$ cat config.mk
export PLATFORM = sky130hd
export DESIGN_NAME = mtg_cell
export DESIGN_NICKNAME = d
export VERILOG_FILES = /design/src/sv/mtg_pkg.sv /design/src/sv/mtg_cell.sv
export SDC_FILE = /design/constraint.sdc
export NUM_CORES = 1
export LEC_CHECK = 0
export BUFFER_PORTS_ARGS = -buffer_cell sky130_fd_sc_hd__buf_2
export CAP_MARGIN = 20
export CELL_PAD_IN_SITES_DETAIL_PLACEMENT = 2
export CELL_PAD_IN_SITES_GLOBAL_PLACEMENT = 2
export CORE_UTILIZATION = 26
export CTS_CLUSTER_DIAMETER = 40
export DETAILED_ROUTE_END_ITERATION = 8
export PLACE_DENSITY = 0.85
export SETUP_SLACK_MARGIN = 0.1
export SYNTH_ARGS = -nofsm -noshare
export SYNTH_HDL_FRONTEND = slang
export SYNTH_SLANG_ARGS = --single-unit
$ cat constraint.sdc
create_clock -name clk -period 0.8 [get_ports clk]
set_input_delay 0.08 -clock clk [delete_from_list [all_inputs] [get_ports clk]]
set_output_delay 0.08 -clock clk [all_outputs]
set_load 0.01 [all_outputs]
$ cat src/sv/mtg_pkg.sv
// Package for the MT19937 generator: sizes, constants, action codes,
// the seeder control struct and the twist and tempering functions.
// Depends on nothing; every other file imports it.
package mtg_pkg;

    localparam int STATE_WORDS  = 624;
    localparam int SHIFT_OFFSET = 397;
    localparam int KEY_MAX      = 16;
    localparam int WORD_W       = 32;
    localparam int POS_W        = 10;
    localparam int KEY_IDX_W    = 4;
    localparam int KEY_CNT_W    = 5;

    typedef logic [WORD_W-1:0]    word_t;
    typedef logic [POS_W-1:0]     pos_t;
    typedef logic [KEY_IDX_W-1:0] key_idx_t;
    typedef logic [KEY_CNT_W-1:0] key_cnt_t;

    localparam word_t INIT_MULT   = 32'd1812433253;
    localparam word_t ARRAY_SEED  = 32'd19650218;
    localparam word_t MIX1_MULT   = 32'd1664525;
    localparam word_t MIX2_MULT   = 32'd1566083941;
    localparam word_t MATRIX_A    = 32'h9908B0DF;
    localparam word_t TEMPER_B    = 32'h9D2C5680;
    localparam word_t TEMPER_C    = 32'hEFC60000;
    localparam word_t UPPER_MASK  = 32'h80000000;
    localparam word_t LOWER_MASK  = 32'h7FFFFFFF;
    localparam word_t DEFAULT_SEED = 32'd5489;

    typedef enum logic [1:0] {
        ACT_DRAW       = 2'd0,
        ACT_SEED_VALUE = 2'd1,
        ACT_WRITE_KEY  = 2'd2,
        ACT_SEED_KEY   = 2'd3
    } action_t;

    // Seeder to top level: busy flag, ring shift enable and the word for the tail.
    typedef struct packed {
        logic  busy;
        logic  shift;
        word_t word;
    } seed_ctrl_t;

    // One step of the twist recurrence without the far term.
    function automatic word_t twist(input word_t upper, input word_t lower);
        word_t y;
        y = (upper & UPPER_MASK) | (lower & LOWER_MASK);
        return (y >> 1) ^ (lower[0] ? MATRIX_A : '0);
    endfunction

    // Output tempering.
    function automatic word_t temper(input word_t x);
        word_t t;
        t = x ^ (x >> 11);
        t = t ^ ((t << 7) & TEMPER_B);
        t = t ^ ((t << 15) & TEMPER_C);
        t = t ^ (t >> 18);
        return t;
    endfunction

endpackage

$ cat src/sv/mtg_cell.sv
// One cell of the state ring: holds one state word and takes its
// neighbor's word whenever the ring shifts. Depends on mtg_pkg.
module mtg_cell (
    input  logic          clk,
    input  logic          shift,
    input  mtg_pkg::word_t word_in,
    output mtg_pkg::word_t word_out
);
    import mtg_pkg::*;

    word_t word_reg;

    // Load the neighbor's word on every ring shift.
    always_ff @(posedge clk)
    begin
        if (shift)
        begin
            word_reg <= word_in;
        end
    end

    assign word_out = word_reg;

endmodule

Word-level counts from Yosys, hierarchy flattened. Cells that the tools add are included.

Bits in registers: 32.

Depth between registers and ports, before layout.
Depth after elaboration: 0. Depth in mapped cells: 0. Gate-level depth less buffers: 0.

Least setup slack after synthesis. No wires, ideal clock.

Path type: register to output. Start point: reg word_reg[0] (netlist: word_out[0]). End point: out word_out[0]. Slack: 0.326 ns. Stages on the path, launching flop included: 1. Data required time: 0.720 ns. Buffers on the path: 0. Arrival time: 0.394 ns. Cells stage by stage: edfxtp_1.

RTL lines: from (decl) (line mtg_cell.sv:11) `word_t word_reg;`; from (signal assigned) (line mtg_cell.sv:18) `word_reg <= word_in;`; to (decl) (line mtg_cell.sv:7) `output mtg_pkg::word_t word_out`.

No word-level cell between the ends.

Final worst setup path.
Start point: reg word_reg[9] (netlist: word_out[9]). End point: out word_out[9].

No word-level cell between the ends.

==> results.yml <==
global_routing:
  grtUsageTotal_pct: 16.0
  grt_pass1_wl_microns: 4230
  grt_start_max_net_pins: 33
  first_global_vias: 863
  grt_overflow_total: 0
  antenna_found_initial: 0
yosys:
  yosysSeqAreaShare_pct: 100
  ys_types: 1
  synth_common_cells: "edfxtp_1 (32)"
  synth_cells: 32
  synth.most_common_cell: "edfxtp_1"
  synth-edff-count: 32
  synthesis.area_sq_um: 961
  synth.avg_cell_area_sq_um: 30.0
  synth_flop_cell: "edfxtp_1"
  synth_top_area_share_pct: 100
  synth_nets: 66
  ys_async_sr_fraction_pct: 0
  synthTopCellsByArea: "edfxtp_1 (100%)"
  yosysTopAreaCell: "edfxtp_1"
  synth-seq-cells: 32
  ys_warn_count: 0
finish:
  layout-drive-gt1-share_pct: 52.6
  insertedDiodeCount: 0
  largest_reg_flops: 32
  num-nets-final: 171
  multi_input_area_sq_um: 0
  comb.multi_input.count: 0
  fin_cells: 181
  area_delta_synth_final_pct: 85.8
floorplan:
  die_h_microns: 62.8
  start_util_pct: 27.9
  pin_count: 66
  rows: 21
  dieArea_sq_um: 3940
  die_w_microns: 62.8
  core_sq_um: 3440
power_and_ir_drop:
  leakage_nw: 0.863
  ir_drop_mv: 0.901
  powerDensity_nw_per_um2: 1980
status:
  outcome: "complete, but fails checks"
  violations: "setup timing"
drt:
  drtIter0Drc: 16
  vias_per_cell: 3.99
  routed_wl_microns: 2720
  firstDrtPassIters: 3
  wl_per_cell_microns: 15.0
  drcViolationCount: 0
  ant_nets: 0
  vias: 722
worst_setup_path:
  required_ps: 720
  path_delay_family: "flip-flops"
  crit_type: "reg2out"
  cp_slowest_cell: "edfxtp_1"
  crit_path_cell_trace: "buf_2"
  crit_fanout: 1
  crit_buf_inv: 1
  worst_path_largest_cell_delay_ps: 380
  cp-end-kind: "output port"
  arrival_ps: 820
  startpoint_type: "flip-flop"
timing:
  finalHoldViolCount: 0
  maxSlewHeadroom_pct: 88.7
  rsz0062_at_grt: "yes"
  finalMaxSlewViolations: 0
  worst_pin_slew_ps: 169
  fin_crit_sh_pct: 112
  finalCriticalPeriod_ps: 899
  setup_viol_count_final: 32
  max_freq_ghz: 1.11
  setup_ws_ps: -99.0
  whs_ps: 164
clock_network:
  cts_root_buf: "clkbuf_8"
  numCtsBuffers: 5
  h-tree-depth: 2
  cts_tree: "yes"
  clk_pin_slew_worst_paths_ps: 60
  clock-sinks: 32
  cts_max_path_buffers: 2
placement:
  io_buffers: 65
  place_inst: 144
  routabilityCongestion: 0.596
worst_hold_path:
  hp-class: "in2reg"
run:
  maxCapViolations: 0
-- worst paths after layout --
| kind | start | endpoint | slack [ps] | cells past startpoint |
|---|---|---|---|---|
| max | word_out[9] | word_out[9] | -100 | 1 |
| min | word_in[9] | word_out[9] | 160 | 2 |
-- cell usage in the layout, fill, tap and decap left out, drive strengths merged --
cell and count:
dlygate4sd3 19, edfxtp 32, clkbuf 5, dlymetal6s4s 13, buf 66
-- metrics by stage --
step	cell area [sq um]	util (%)	power (mW)	worst slack [ps]	TNS, ps
floorplan	961	-	2.14	326	0
global placement	1360	39.6	2.36	110	0
detailed placement	1360	39.6	2.39	89.8	0
CTS	1750	50.9	3.56	-108	-2660
global route	1790	51.9	3.71	-136	-3420
finish	1790	51.9	3.53	-99.0	-2140
-- logic make-up (layout without fill, tap and decap cells) --
family	count (synthesis)	after routing	share of synthesized area [%]
DFF	32	32	100
buffers and inverters	0	103	0
-- layer usage --
layer,up-vias,track usage [%],share of wire (%)
li1,334,-,-
met1,343,13.0,30
met2,36,31.4,60
met3,9,6.75,6.1
met4,0,8.72,3.4
met5,-,0,0
-- what timing repair did --
action                                  4_1_cts  5_1_grt
endpoints found under the hold margin        32        0
endpoints found under the setup margin       32       45
setup buffers                                 0        0
resized for setup                             0       13
hold buffers                                 32        0
-- cell type report --
cell class,instances,area (sq um)
Clock buffer,5,68.8
Fill cell,331,1660
Timing Repair Buffer,98,698
Sequential cell,32,961
Tap cell,46,57.6
-- where the power goes --
group	total, mW	switching, mW	internal (mW)
clock	1.05	0.489	0.558
combinational	0.454	0.193	0.261
sequential	2.03	0.0373	1.99
Power figures use the tool's default switching activity.
