--- src/sv/mtg_pkg.sv ---
// Package for the MT19937 generator: sizes, constants, action codes,
// the seeder control struct and the twist and tempering functions.
// Depends on nothing; every other file imports it.
package mtg_pkg;

    localparam int STATE_WORDS  = 624;
    localparam int SHIFT_OFFSET = 397;
    localparam int KEY_MAX      = 16;
    localparam int WORD_W       = 32;
    localparam int POS_W        = 10;
    localparam int KEY_IDX_W    = 4;
    localparam int KEY_CNT_W    = 5;

    typedef logic [WORD_W-1:0]    word_t;
    typedef logic [POS_W-1:0]     pos_t;
    typedef logic [KEY_IDX_W-1:0] key_idx_t;
    typedef logic [KEY_CNT_W-1:0] key_cnt_t;

    localparam word_t INIT_MULT   = 32'd1812433253;
    localparam word_t ARRAY_SEED  = 32'd19650218;
    localparam word_t MIX1_MULT   = 32'd1664525;
    localparam word_t MIX2_MULT   = 32'd1566083941;
    localparam word_t MATRIX_A    = 32'h9908B0DF;
    localparam word_t TEMPER_B    = 32'h9D2C5680;
    localparam word_t TEMPER_C    = 32'hEFC60000;
    localparam word_t UPPER_MASK  = 32'h80000000;
    localparam word_t LOWER_MASK  = 32'h7FFFFFFF;
    localparam word_t DEFAULT_SEED = 32'd5489;

    typedef enum logic [1:0] {
        ACT_DRAW       = 2'd0,
        ACT_SEED_VALUE = 2'd1,
        ACT_WRITE_KEY  = 2'd2,
        ACT_SEED_KEY   = 2'd3
    } action_t;

    // Seeder to top level: busy flag, ring shift enable and the word for the tail.
    typedef struct packed {
        logic  busy;
        logic  shift;
        word_t word;
    } seed_ctrl_t;

    // One step of the twist recurrence without the far term.
    function automatic word_t twist(input word_t upper, input word_t lower);
        word_t y;
        y = (upper & UPPER_MASK) | (lower & LOWER_MASK);
        return (y >> 1) ^ (lower[0] ? MATRIX_A : '0);
    endfunction

    // Output tempering.
    function automatic word_t temper(input word_t x);
        word_t t;
        t = x ^ (x >> 11);
        t = t ^ ((t << 7) & TEMPER_B);
        t = t ^ ((t << 15) & TEMPER_C);
        t = t ^ (t >> 18);
        return t;
    endfunction

endpackage

--- src/sv/mtg_seeder.sv ---
// Seeding sequencer: runs the value initializer and the array initializer
// over the ring one word per cycle, and holds the key store. Depends on mtg_pkg.
module mtg_seeder (
    input  logic               clk,
    input  logic               rst_n,
    input  logic               start_value,
    input  logic               start_key,
    input  logic               key_write,
    input  mtg_pkg::word_t     value,
    input  mtg_pkg::key_idx_t  key_index,
    input  mtg_pkg::key_cnt_t  key_count,
    input  mtg_pkg::word_t     head,
    output mtg_pkg::seed_ctrl_t ctrl
);
    import mtg_pkg::*;

    typedef enum logic [4:0] {
        ST_RUN   = 5'b00001,
        ST_SEED  = 5'b00010,
        ST_KEY1  = 5'b00100,
        ST_KEY2  = 5'b01000,
        ST_ALIGN = 5'b10000
    } seed_state_t;

    localparam pos_t LAST_WORD  = POS_W'(STATE_WORDS - 1);
    localparam pos_t KEY1_WRAP  = POS_W'(STATE_WORDS);
    localparam pos_t KEY1_LAST  = POS_W'(STATE_WORDS + 1);
    localparam pos_t KEY2_WRAP  = POS_W'(STATE_WORDS - 2);
    localparam pos_t ALIGN_LAST = POS_W'(STATE_WORDS - 3);

    seed_state_t state_reg, state_next;
    pos_t        cnt_reg, cnt_next;
    word_t       seed_reg, seed_next;
    word_t       prev_reg, prev_next;
    key_cnt_t    count_reg, count_next;
    key_idx_t    j_reg, j_next;
    logic        key_mode_reg, key_mode_next;
    word_t       key_store_reg [KEY_MAX];

    word_t       mix;
    word_t       mult_const;
    word_t       product;
    word_t       key_word;
    word_t       f1_word;
    word_t       f2_word;
    pos_t        i2;
    word_t       init_word;
    key_cnt_t    count_sat;
    key_cnt_t    j_inc;

    // Shared multiplier on the previous word.
    assign mix = prev_reg ^ (prev_reg >> 30);

    always_comb
    begin
        case (state_reg)
            ST_KEY1: mult_const = MIX1_MULT;
            ST_KEY2: mult_const = MIX2_MULT;
            default: mult_const = INIT_MULT;
        endcase
    end

    assign product  = word_t'(mix * mult_const);
    assign key_word = key_store_reg[j_reg];

    // Word formulas of the two initializers.
    assign init_word = (cnt_reg == '0) ? seed_reg : product + WORD_W'(cnt_reg);
    assign f1_word   = (head ^ product) + key_word + WORD_W'(j_reg);
    assign i2        = (cnt_reg == LAST_WORD) ? POS_W'(1) : cnt_reg + POS_W'(2);
    assign f2_word   = (head ^ product) - WORD_W'(i2);

    // Key count of zero counts as one; above the store size it saturates.
    always_comb
    begin
        if (key_count == '0)
        begin
            count_sat = KEY_CNT_W'(1);
        end
        else if (key_count > KEY_CNT_W'(KEY_MAX))
        begin
            count_sat = KEY_CNT_W'(KEY_MAX);
        end
        else
        begin
            count_sat = key_count;
        end
    end

    assign j_inc = KEY_CNT_W'(j_reg) + KEY_CNT_W'(1);

    // Sequencer.
    always_comb
    begin
        state_next    = state_reg;
        cnt_next      = cnt_reg;
        seed_next     = seed_reg;
        prev_next     = prev_reg;
        count_next    = count_reg;
        j_next        = j_reg;
        key_mode_next = key_mode_reg;
        ctrl.busy     = 1'b1;
        ctrl.shift    = 1'b1;
        ctrl.word     = head;
        case (state_reg)
            ST_RUN:
            begin
                ctrl.busy  = 1'b0;
                ctrl.shift = 1'b0;
                if (start_value)
                begin
                    seed_next     = value;
                    key_mode_next = 1'b0;
                    cnt_next      = '0;
                    state_next    = ST_SEED;
                end
                else if (start_key)
                begin
                    seed_next     = ARRAY_SEED;
                    key_mode_next = 1'b1;
                    count_next    = count_sat;
                    j_next        = '0;
                    cnt_next      = '0;
                    state_next    = ST_SEED;
                end
            end
            ST_SEED:
            begin
                ctrl.word = init_word;
                prev_next = init_word;
                if (cnt_reg == LAST_WORD)
                begin
                    cnt_next   = '0;
                    state_next = key_mode_reg ? ST_KEY1 : ST_RUN;
                end
                else
                begin
                    cnt_next = cnt_reg + POS_W'(1);
                end
            end
            ST_KEY1:
            begin
                if (cnt_reg == '0)
                begin
                    prev_next = head;
                end
                else if (cnt_reg != KEY1_WRAP)
                begin
                    ctrl.word = f1_word;
                    prev_next = f1_word;
                    if (j_inc >= count_reg)
                    begin
                        j_next = '0;
                    end
                    else
                    begin
                        j_next = j_reg + KEY_IDX_W'(1);
                    end
                end
                if (cnt_reg == KEY1_LAST)
                begin
                    cnt_next   = '0;
                    state_next = ST_KEY2;
                end
                else
                begin
                    cnt_next = cnt_reg + POS_W'(1);
                end
            end
            ST_KEY2:
            begin
                if (cnt_reg == KEY2_WRAP)
                begin
                    ctrl.word = UPPER_MASK;
                end
                else
                begin
                    ctrl.word = f2_word;
                    prev_next = f2_word;
                end
                if (cnt_reg == LAST_WORD)
                begin
                    cnt_next   = '0;
                    state_next = ST_ALIGN;
                end
                else
                begin
                    cnt_next = cnt_reg + POS_W'(1);
                end
            end
            ST_ALIGN:
            begin
                if (cnt_reg == ALIGN_LAST)
                begin
                    cnt_next   = '0;
                    state_next = ST_RUN;
                end
                else
                begin
                    cnt_next = cnt_reg + POS_W'(1);
                end
            end
            default:
            begin
                state_next = ST_RUN;
            end
        endcase
    end

    // Control registers; reset starts the default seeding pass.
    always_ff @(posedge clk or negedge rst_n)
    begin
        if (!rst_n)
        begin
            state_reg    <= ST_SEED;
            cnt_reg      <= '0;
            seed_reg     <= DEFAULT_SEED;
            prev_reg     <= '0;
            count_reg    <= KEY_CNT_W'(1);
            j_reg        <= '0;
            key_mode_reg <= 1'b0;
        end
        else
        begin
            state_reg    <= state_next;
            cnt_reg      <= cnt_next;
            seed_reg     <= seed_next;
            prev_reg     <= prev_next;
            count_reg    <= count_next;
            j_reg        <= j_next;
            key_mode_reg <= key_mode_next;
        end
    end

    // Key store.
    always_ff @(posedge clk)
    begin
        if (key_write)
        begin
            key_store_reg[key_index] <= value;
        end
    end

endmodule
--- config.mk ---
export PLATFORM = sky130hd
export DESIGN_NAME = mtg_seeder
export DESIGN_NICKNAME = d
export VERILOG_FILES = /design/src/sv/mtg_pkg.sv /design/src/sv/mtg_seeder.sv
export SDC_FILE = /design/constraint.sdc
export NUM_CORES = 2
export LEC_CHECK = 0
export BUFFER_PORTS_ARGS = -buffer_cell sky130_fd_sc_hd__buf_2
export CELL_PAD_IN_SITES_DETAIL_PLACEMENT = 0
export CELL_PAD_IN_SITES_GLOBAL_PLACEMENT = 1
export CORE_ASPECT_RATIO = 2
export CORE_MARGIN = 2
export CORE_UTILIZATION = 40
export CTS_CLUSTER_SIZE = 8
export DETAILED_ROUTE_END_ITERATION = 12
export HOLD_SLACK_MARGIN = 0.1
export PLACE_DENSITY = 0.63
export SLEW_MARGIN = 20
export SYNTH_ARGS = -nofsm -noshare
export SYNTH_HDL_FRONTEND = slang
export SYNTH_SLANG_ARGS = --single-unit
--- constraint.sdc ---
create_clock -name clk -period 20.2 [get_ports clk]
set_input_delay 1.01 -clock clk [delete_from_list [all_inputs] [get_ports clk]]
set_output_delay 1.01 -clock clk [all_outputs]
set_load 0.02 [all_outputs]
## Word-level counts from Yosys, hierarchy flattened

Memories as Yosys holds them, arrays and structs flattened.
Cells that the tools add are included.

| storage, ports and cells | value |
|---|---|
| output and inout port bits | 34 |
| word-level logic and storage cells | 96 |
| input bits | 78 |
| memory bits (writable) | 512 |
| memories kept | 1 |
| register bits after elaboration | 89 |

Memories:

| memory | words | width | read ports | clocked after memory_dff | write ports | RTL line | RTL |
|---|---|---|---|---|---|---|---|
| key_store_reg | 16 | 32 | 1 | 0 | 1 | mtg_seeder.sv:38 | `word_t key_store_reg [KEY_MAX];` |

| operators by class | value |
|---|---|
| reduce and logical (&&, ||, !) cells | 13 |
| bitwise gates (word level) | 3 |
| muxes and demuxes | 40 |
| eq/ne operators | 21 |
| add/subtract/negate cells | 8 |
| magnitude comparators | 2 |
| multipliers | 1 |

Operators by type and width:

| operator | count |
|---|---|
| 2-to-1 mux 32 bit | 9 |
| one-hot mux 32 bit (3 select lines) | 2 |
| one-hot mux 31 bit (2 select lines) | 1 |
| 2-to-1 mux 10 bit | 6 |
| equality test 10 bit (second input constant) | 4 |
| 2-to-1 mux 5 bit | 8 |
| one-hot mux 10 bit (4 select lines) | 1 |
| adder 32 x 10 -> 32 bit | 1 |
| adder 32 bit | 1 |
| adder 32 x 4 -> 32 bit | 1 |
| multiplier 32 x 32 -> 32 bit | 1 |
| subtractor 32 x 10 -> 32 bit | 1 |
| XOR 32 x 2 -> 32 bit | 1 |
| XOR 32 bit | 1 |
| one-hot mux 5 bit (5 select lines) | 1 |
| 2-to-1 mux 4 bit | 5 |
| != test 2 bit (second input constant) | 9 |
| adder 10 x 1 -> 10 bit (second input constant) | 1 |
| adder 10 x 2 -> 10 bit (second input constant) | 1 |
| logical NOT 10 bit | 1 |
| != test 10 bit (second input constant) | 1 |
| AND reduction 5 bit | 2 |
| one-hot mux 4 bit (2 select lines) | 1 |
| != test 3 bit (second input constant) | 2 |
| other kinds (20) | 26 |

## Logic depth before layout (Yosys ltp)

| logic depth | value |
|---|---|
| depth in word-level cells | 9 |
| depth in mapped cells | 42 |
| gate-level depth less buffers | 37 |

## Least setup slack after synthesis

No wires, ideal clock.

| timing | value |
|---|---|
| path type | register to output |
| start point | reg state_reg[4] |
| end point | out ctrl[31] (netlist bit) |
| arrival | 10.250 ns |
| data required time | 19.190 ns |
| stages on the path, launching flop included | 40 |
| path buffers | 5 |
| path slack | 8.940 ns |
| cells stage by stage | dfrtp_1 -> or3_1 -> or2_1 -> clkbuf_1 -> clkbuf_1 -> buf_1 -> buf_1 -> a21oi_1 -> ha_1 -> fa_1 -> fa_1 -> inv_1 -> fa_1 -> inv_1 -> fa_1 -> inv_1 -> fa_1 -> inv_1 -> (+4 left out) -> nor2_1 -> or3_1 -> a21oi_1 -> xnor2_1 -> mux2i_1 -> xor2_1 -> ha_1 -> ha_1 -> nand3_1 -> nor2_1 -> and4_1 -> a2111oi_0 -> o211ai_1 -> o211ai_1 -> xnor3_1 -> a21o_1 -> nand2_1 -> o2111ai_1 |

RTL lines:

| item | RTL line | RTL |
|---|---|---|
| start: declaration | mtg_seeder.sv:31 | `seed_state_t state_reg, state_next;` |
| start signal: assignment | mtg_seeder.sv:224 | `state_reg <= state_next;` |
| end: declaration | mtg_seeder.sv:13 | `output mtg_pkg::seed_ctrl_t ctrl` |

==> results <==
- Headroom to the max-slew limit came out at 0.142.
- The number of antenna violations at the first check in global routing is 22.
- Of the cells placed in the final design, the portion with a size suffix greater than 1 is 0.144.
- The count of port buffers added during placement is 111.
- The clock latency at the later pin of the worst-skew pair is 640 ps.
- In this run, post-CTS repair resized a total of 0 instances.
- Of the total synthesized cell area, the portion taken by AND, OR, NAND and NOR gates is 0.0815.
- The first global-routing pass estimated 215000 um of wire.
- Summed over all nets, wire length on met2 after detailed routing comes to 81500 um.
- The final max-slew violation count is 0.
- Entering global routing, the biggest net connects 69 pins.
- The launch instance of the worst register-to-register path is state_reg[1]$_DFFE_PN1P_.
- Once detail routing completed, the nets flagged for antenna violations numbered 0.
- Counting flops and latches in the post-synthesis netlist gives 601.
- The count of yosys warnings during synthesis is 0.
- The placed wire-length estimate is 114000 um.
- The highest layer touched by signal routing is met5.
- The number of hold buffers added after CTS was 0.
- The xor/xnor share of the synthesized area is 0.0410.
- The weighted congestion at the end of routability-driven global placement is 1.00.
- The combinational family with the most area after synthesis is adder cells.
- The required arrival time at the worst endpoint is 19190 ps.
- The layout-stage area growth over the synthesis result is 11.4%.
- The post-detailed-route DRC marker count is 0.
- Among cell families on the critical path, the largest total delay comes from adder cells.
- The worst path buffer plus inverter count is 6.
- For this design, the sink count on the clock tree is 601.
- The width of the chip is 232 um.
- Buffers added to address setup during post-CTS repair amount to 0.
- The total count of hold-check failures in the final report was 0.
- The length of the first detailed-routing pass in iterations is 6.
- The minimum clock period after layout is 13470 ps.
- The share of the clock period used by the worst path is 0.667.
- The mapped netlist covers 0.0418 mm2.
- The worst-margin pin slew is 1280 ps.
- The share of the Yosys chip area taken by registers is 0.422.
- The run finished with clean final reports.
- The multi-input logic area is 0.0223 mm2.
- In the global route stage, overall resource usage came out at 0.285.
- The setup violation total in the final timing report is 0.
- The via count is 28050.
- In the final layout, flip-flops and latches occupy 0.0176 mm2.
- Yosys mapped a number of flops with a built-in enable equal to 512.
- The placeable core region is 0.104 mm2.
- After clock tree synthesis, the clock-pin slew on the worst setup and hold paths is 60 ps.
- Setup total negative slack on the finished layout was measured at 0 ps.
- The number of unique standard cell types used by synthesis is 97.
- TritonCTS built the clock tree.
- The adder-cell share of the synthesized area is 0.225.
- For this block, the initial DRC count from the detailed router was 2114.
- The kind of capture point of the worst setup path is an output port.
- The compound-gate portion of the synthesized area was 0.0864.
- After the last flow step, the layout net total stands at 4105.
- In the detailed route, the total length drawn on met3 is 6200 um.
- For this run the aggregate overflow at the end of global routing stands at 0.
- After synthesis, the share of flip-flops with an asynchronous set or reset is 0.148.
- The synthesized area per cell is 12.6 um2.
- The arrival time at the worst endpoint is 12460 ps.
- The type of origin of the critical path is a flip-flop.
- The critical path is of the flip-flop to output port type.
- In the routed layout, each cell is associated on average with a via count of 5.80.
- The post-detailed-route wirelength per cell is 30.9 um.
- The area fraction of the dominant cell type after synthesis is 0.368.
- Setup repair after global routing left no endpoint under its margin.
- The cell that appears most often on the critical path is sky130_fd_sc_hd__fa_1.
- The startpoint of the most critical setup path is state_reg[1]$_DFFE_PN1P_.
- Clock tree synthesis inserted a total of 85 buffers.
- The library cells used most frequently in the layout, excluding fill and tap cells, are sky130_fd_sc_hd__edfxtp_1, sky130_fd_sc_hd__inv_1, sky130_fd_sc_hd__ha_1, sky130_fd_sc_hd__fa_1, sky130_fd_sc_hd__nand2_1.
- The root buffer cell chosen for the clock tree is sky130_fd_sc_hd__clkbuf_16.
- The worst hold-check path type is primary input to async pin.
- The total number of H-tree levels is 3.
- The largest fanout on the critical path is 26.
- The proportion of synthesized area in mux cells is 0.0960.
- The count of boundary I/O pins is 112.
- The setup check on the worst reg-to-reg path leaves a slack of 8410 ps.
- The die is 461 um tall.
- Leaving out fill and tap cells, the most frequent cell in the layout is sky130_fd_sc_hd__edfxtp_1.
- The floorplan has 167 rows.
- The count of filler cells inserted in the layout is 9570.
- The number of flip-flops in the largest register is 512.
- Across the routed clock network, the largest skew measured is 26.0 ps.
- By area the synthesized netlist is led by sky130_fd_sc_hd__edfxtp_1, sky130_fd_sc_hd__fa_1, sky130_fd_sc_hd__ha_1.
- The initial utilization of the core area, before any placement, comes to 0.403.
- Summed over all instances, the cell type with the most area after synthesis is sky130_fd_sc_hd__edfxtp_1.
- The slowest stage of the critical path belongs to the cell sky130_fd_sc_hd__a2111oi_1.
- Derived from the worst setup path, the maximum achievable clock frequency is 0.0743 GHz.
- The critical path's largest stage delay is 790 ps.
- The floorplan step defined a die boundary enclosing 0.107 mm2.
- Max-cap violations in this run came to 0.
- The sum of routed wire segments on met1 is 47700 um.
- The number of global-route vias before repair is 31413.
- For this block, the routed nets add up to 149000 um of wire.
- The most used flip-flop cell after synthesis is sky130_fd_sc_hd__edfxtp_1.
- The post-synthesis cell count is 3327.
- The number of buffers on the longest clock path is 3.
-- per-stage QoR --
step	setup slack [ps]	utilization	hold WS [ps]	instance area [um2]	cells
after floorplan	8940	-	450	41800	3335
after global placement	7470	0.425	465	44100	4710
after detailed placement	7460	0.425	474	44100	4710
after CTS	6730	0.448	339	46500	4831
after global routing	6170	0.449	365	46500	4834
final	6730	0.449	345	46500	4838
-- final timing paths --
kind	end	cells after the start
min in group clk	count_reg[0]$_DFFE_PN1P_	2
worst min register to register	count_reg[0]$_DFFE_PN1P_	2
max in group asynchronous	prev_reg[28]$_DFFE_PN0P_	2
worst max register to register	prev_reg[31]$_DFFE_PN0P_	32
worst min-delay path	count_reg[4]$_DFFE_PN0P_	1
worst max-delay path	ctrl[31]	33
-- worst register-to-register path: cells and delay by family, from the launching register on --
family | cells | cell delay, ps
DFF | 1 | 540
adders and majority gates | 11 | 4910
and+or+nand+nor | 7 | 2280
AOI/OAI and AO/OA | 6 | 1820
buffers and inverters | 5 | 860
xor gates and xnor gates | 3 | 1220
-- per-layer routing --
| layer | GRT usage | vias up |
|---|---|---|
| li1 | - | 12217 |
| met1 | 0.276 | 14365 |
| met2 | 0.537 | 1027 |
| met3 | 0.0359 | 419 |
| met4 | 0.222 | 22 |
| met5 | 0 | - |
-- layout make-up --
class | instances | area share
multi-input cells | 2198 | 0.480
clock buffers | 115 | 0.0491
diodes | 6 | 0.000323
well taps | 1352 | 0.0364
repair buffers | 166 | 0.0213
clock inverters | 6 | 0.00256
flip-flops and latches | 601 | 0.379
inverters | 394 | 0.0318
-- kinds of logic after synthesis --
kind of cell / count (synthesis)
XOR/XNOR: 174
flip-flops: 601
adder cells (fa/ha/maj): 581
buffers and inverters: 536
AO/OA/AOI/OAI: 540
AND/OR/NAND/NOR: 693
other: 2
multiplexers: 200
-- synthesized netlist by cell type (all sizes together), types with 11 or more instances --
library cell and instances:
a211oi 22, a21boi 11, a21o 42, a21oi 128
a222oi 11, a22o 22, a31oi 22, and2 48
and3 30, buf 32, clkbuf 110, dfrtp 80
edfxtp 512, fa 281, ha 300, inv 392
mux2i 34, mux4 160, nand2 210, nand2b 26
nand3 37, nand4 20, nor2 180, nor2b 17
nor3 44, nor4 14, o211ai 20, o21a 13
o21ai 123, o21bai 11, o22a 16, o22ai 12
o31ai 11, or2 16, or3 14, xnor2 104
xor2 58
Power is not shown: default switching activity piles up to over one toggle a cycle in this logic, so the estimate is an artifact.
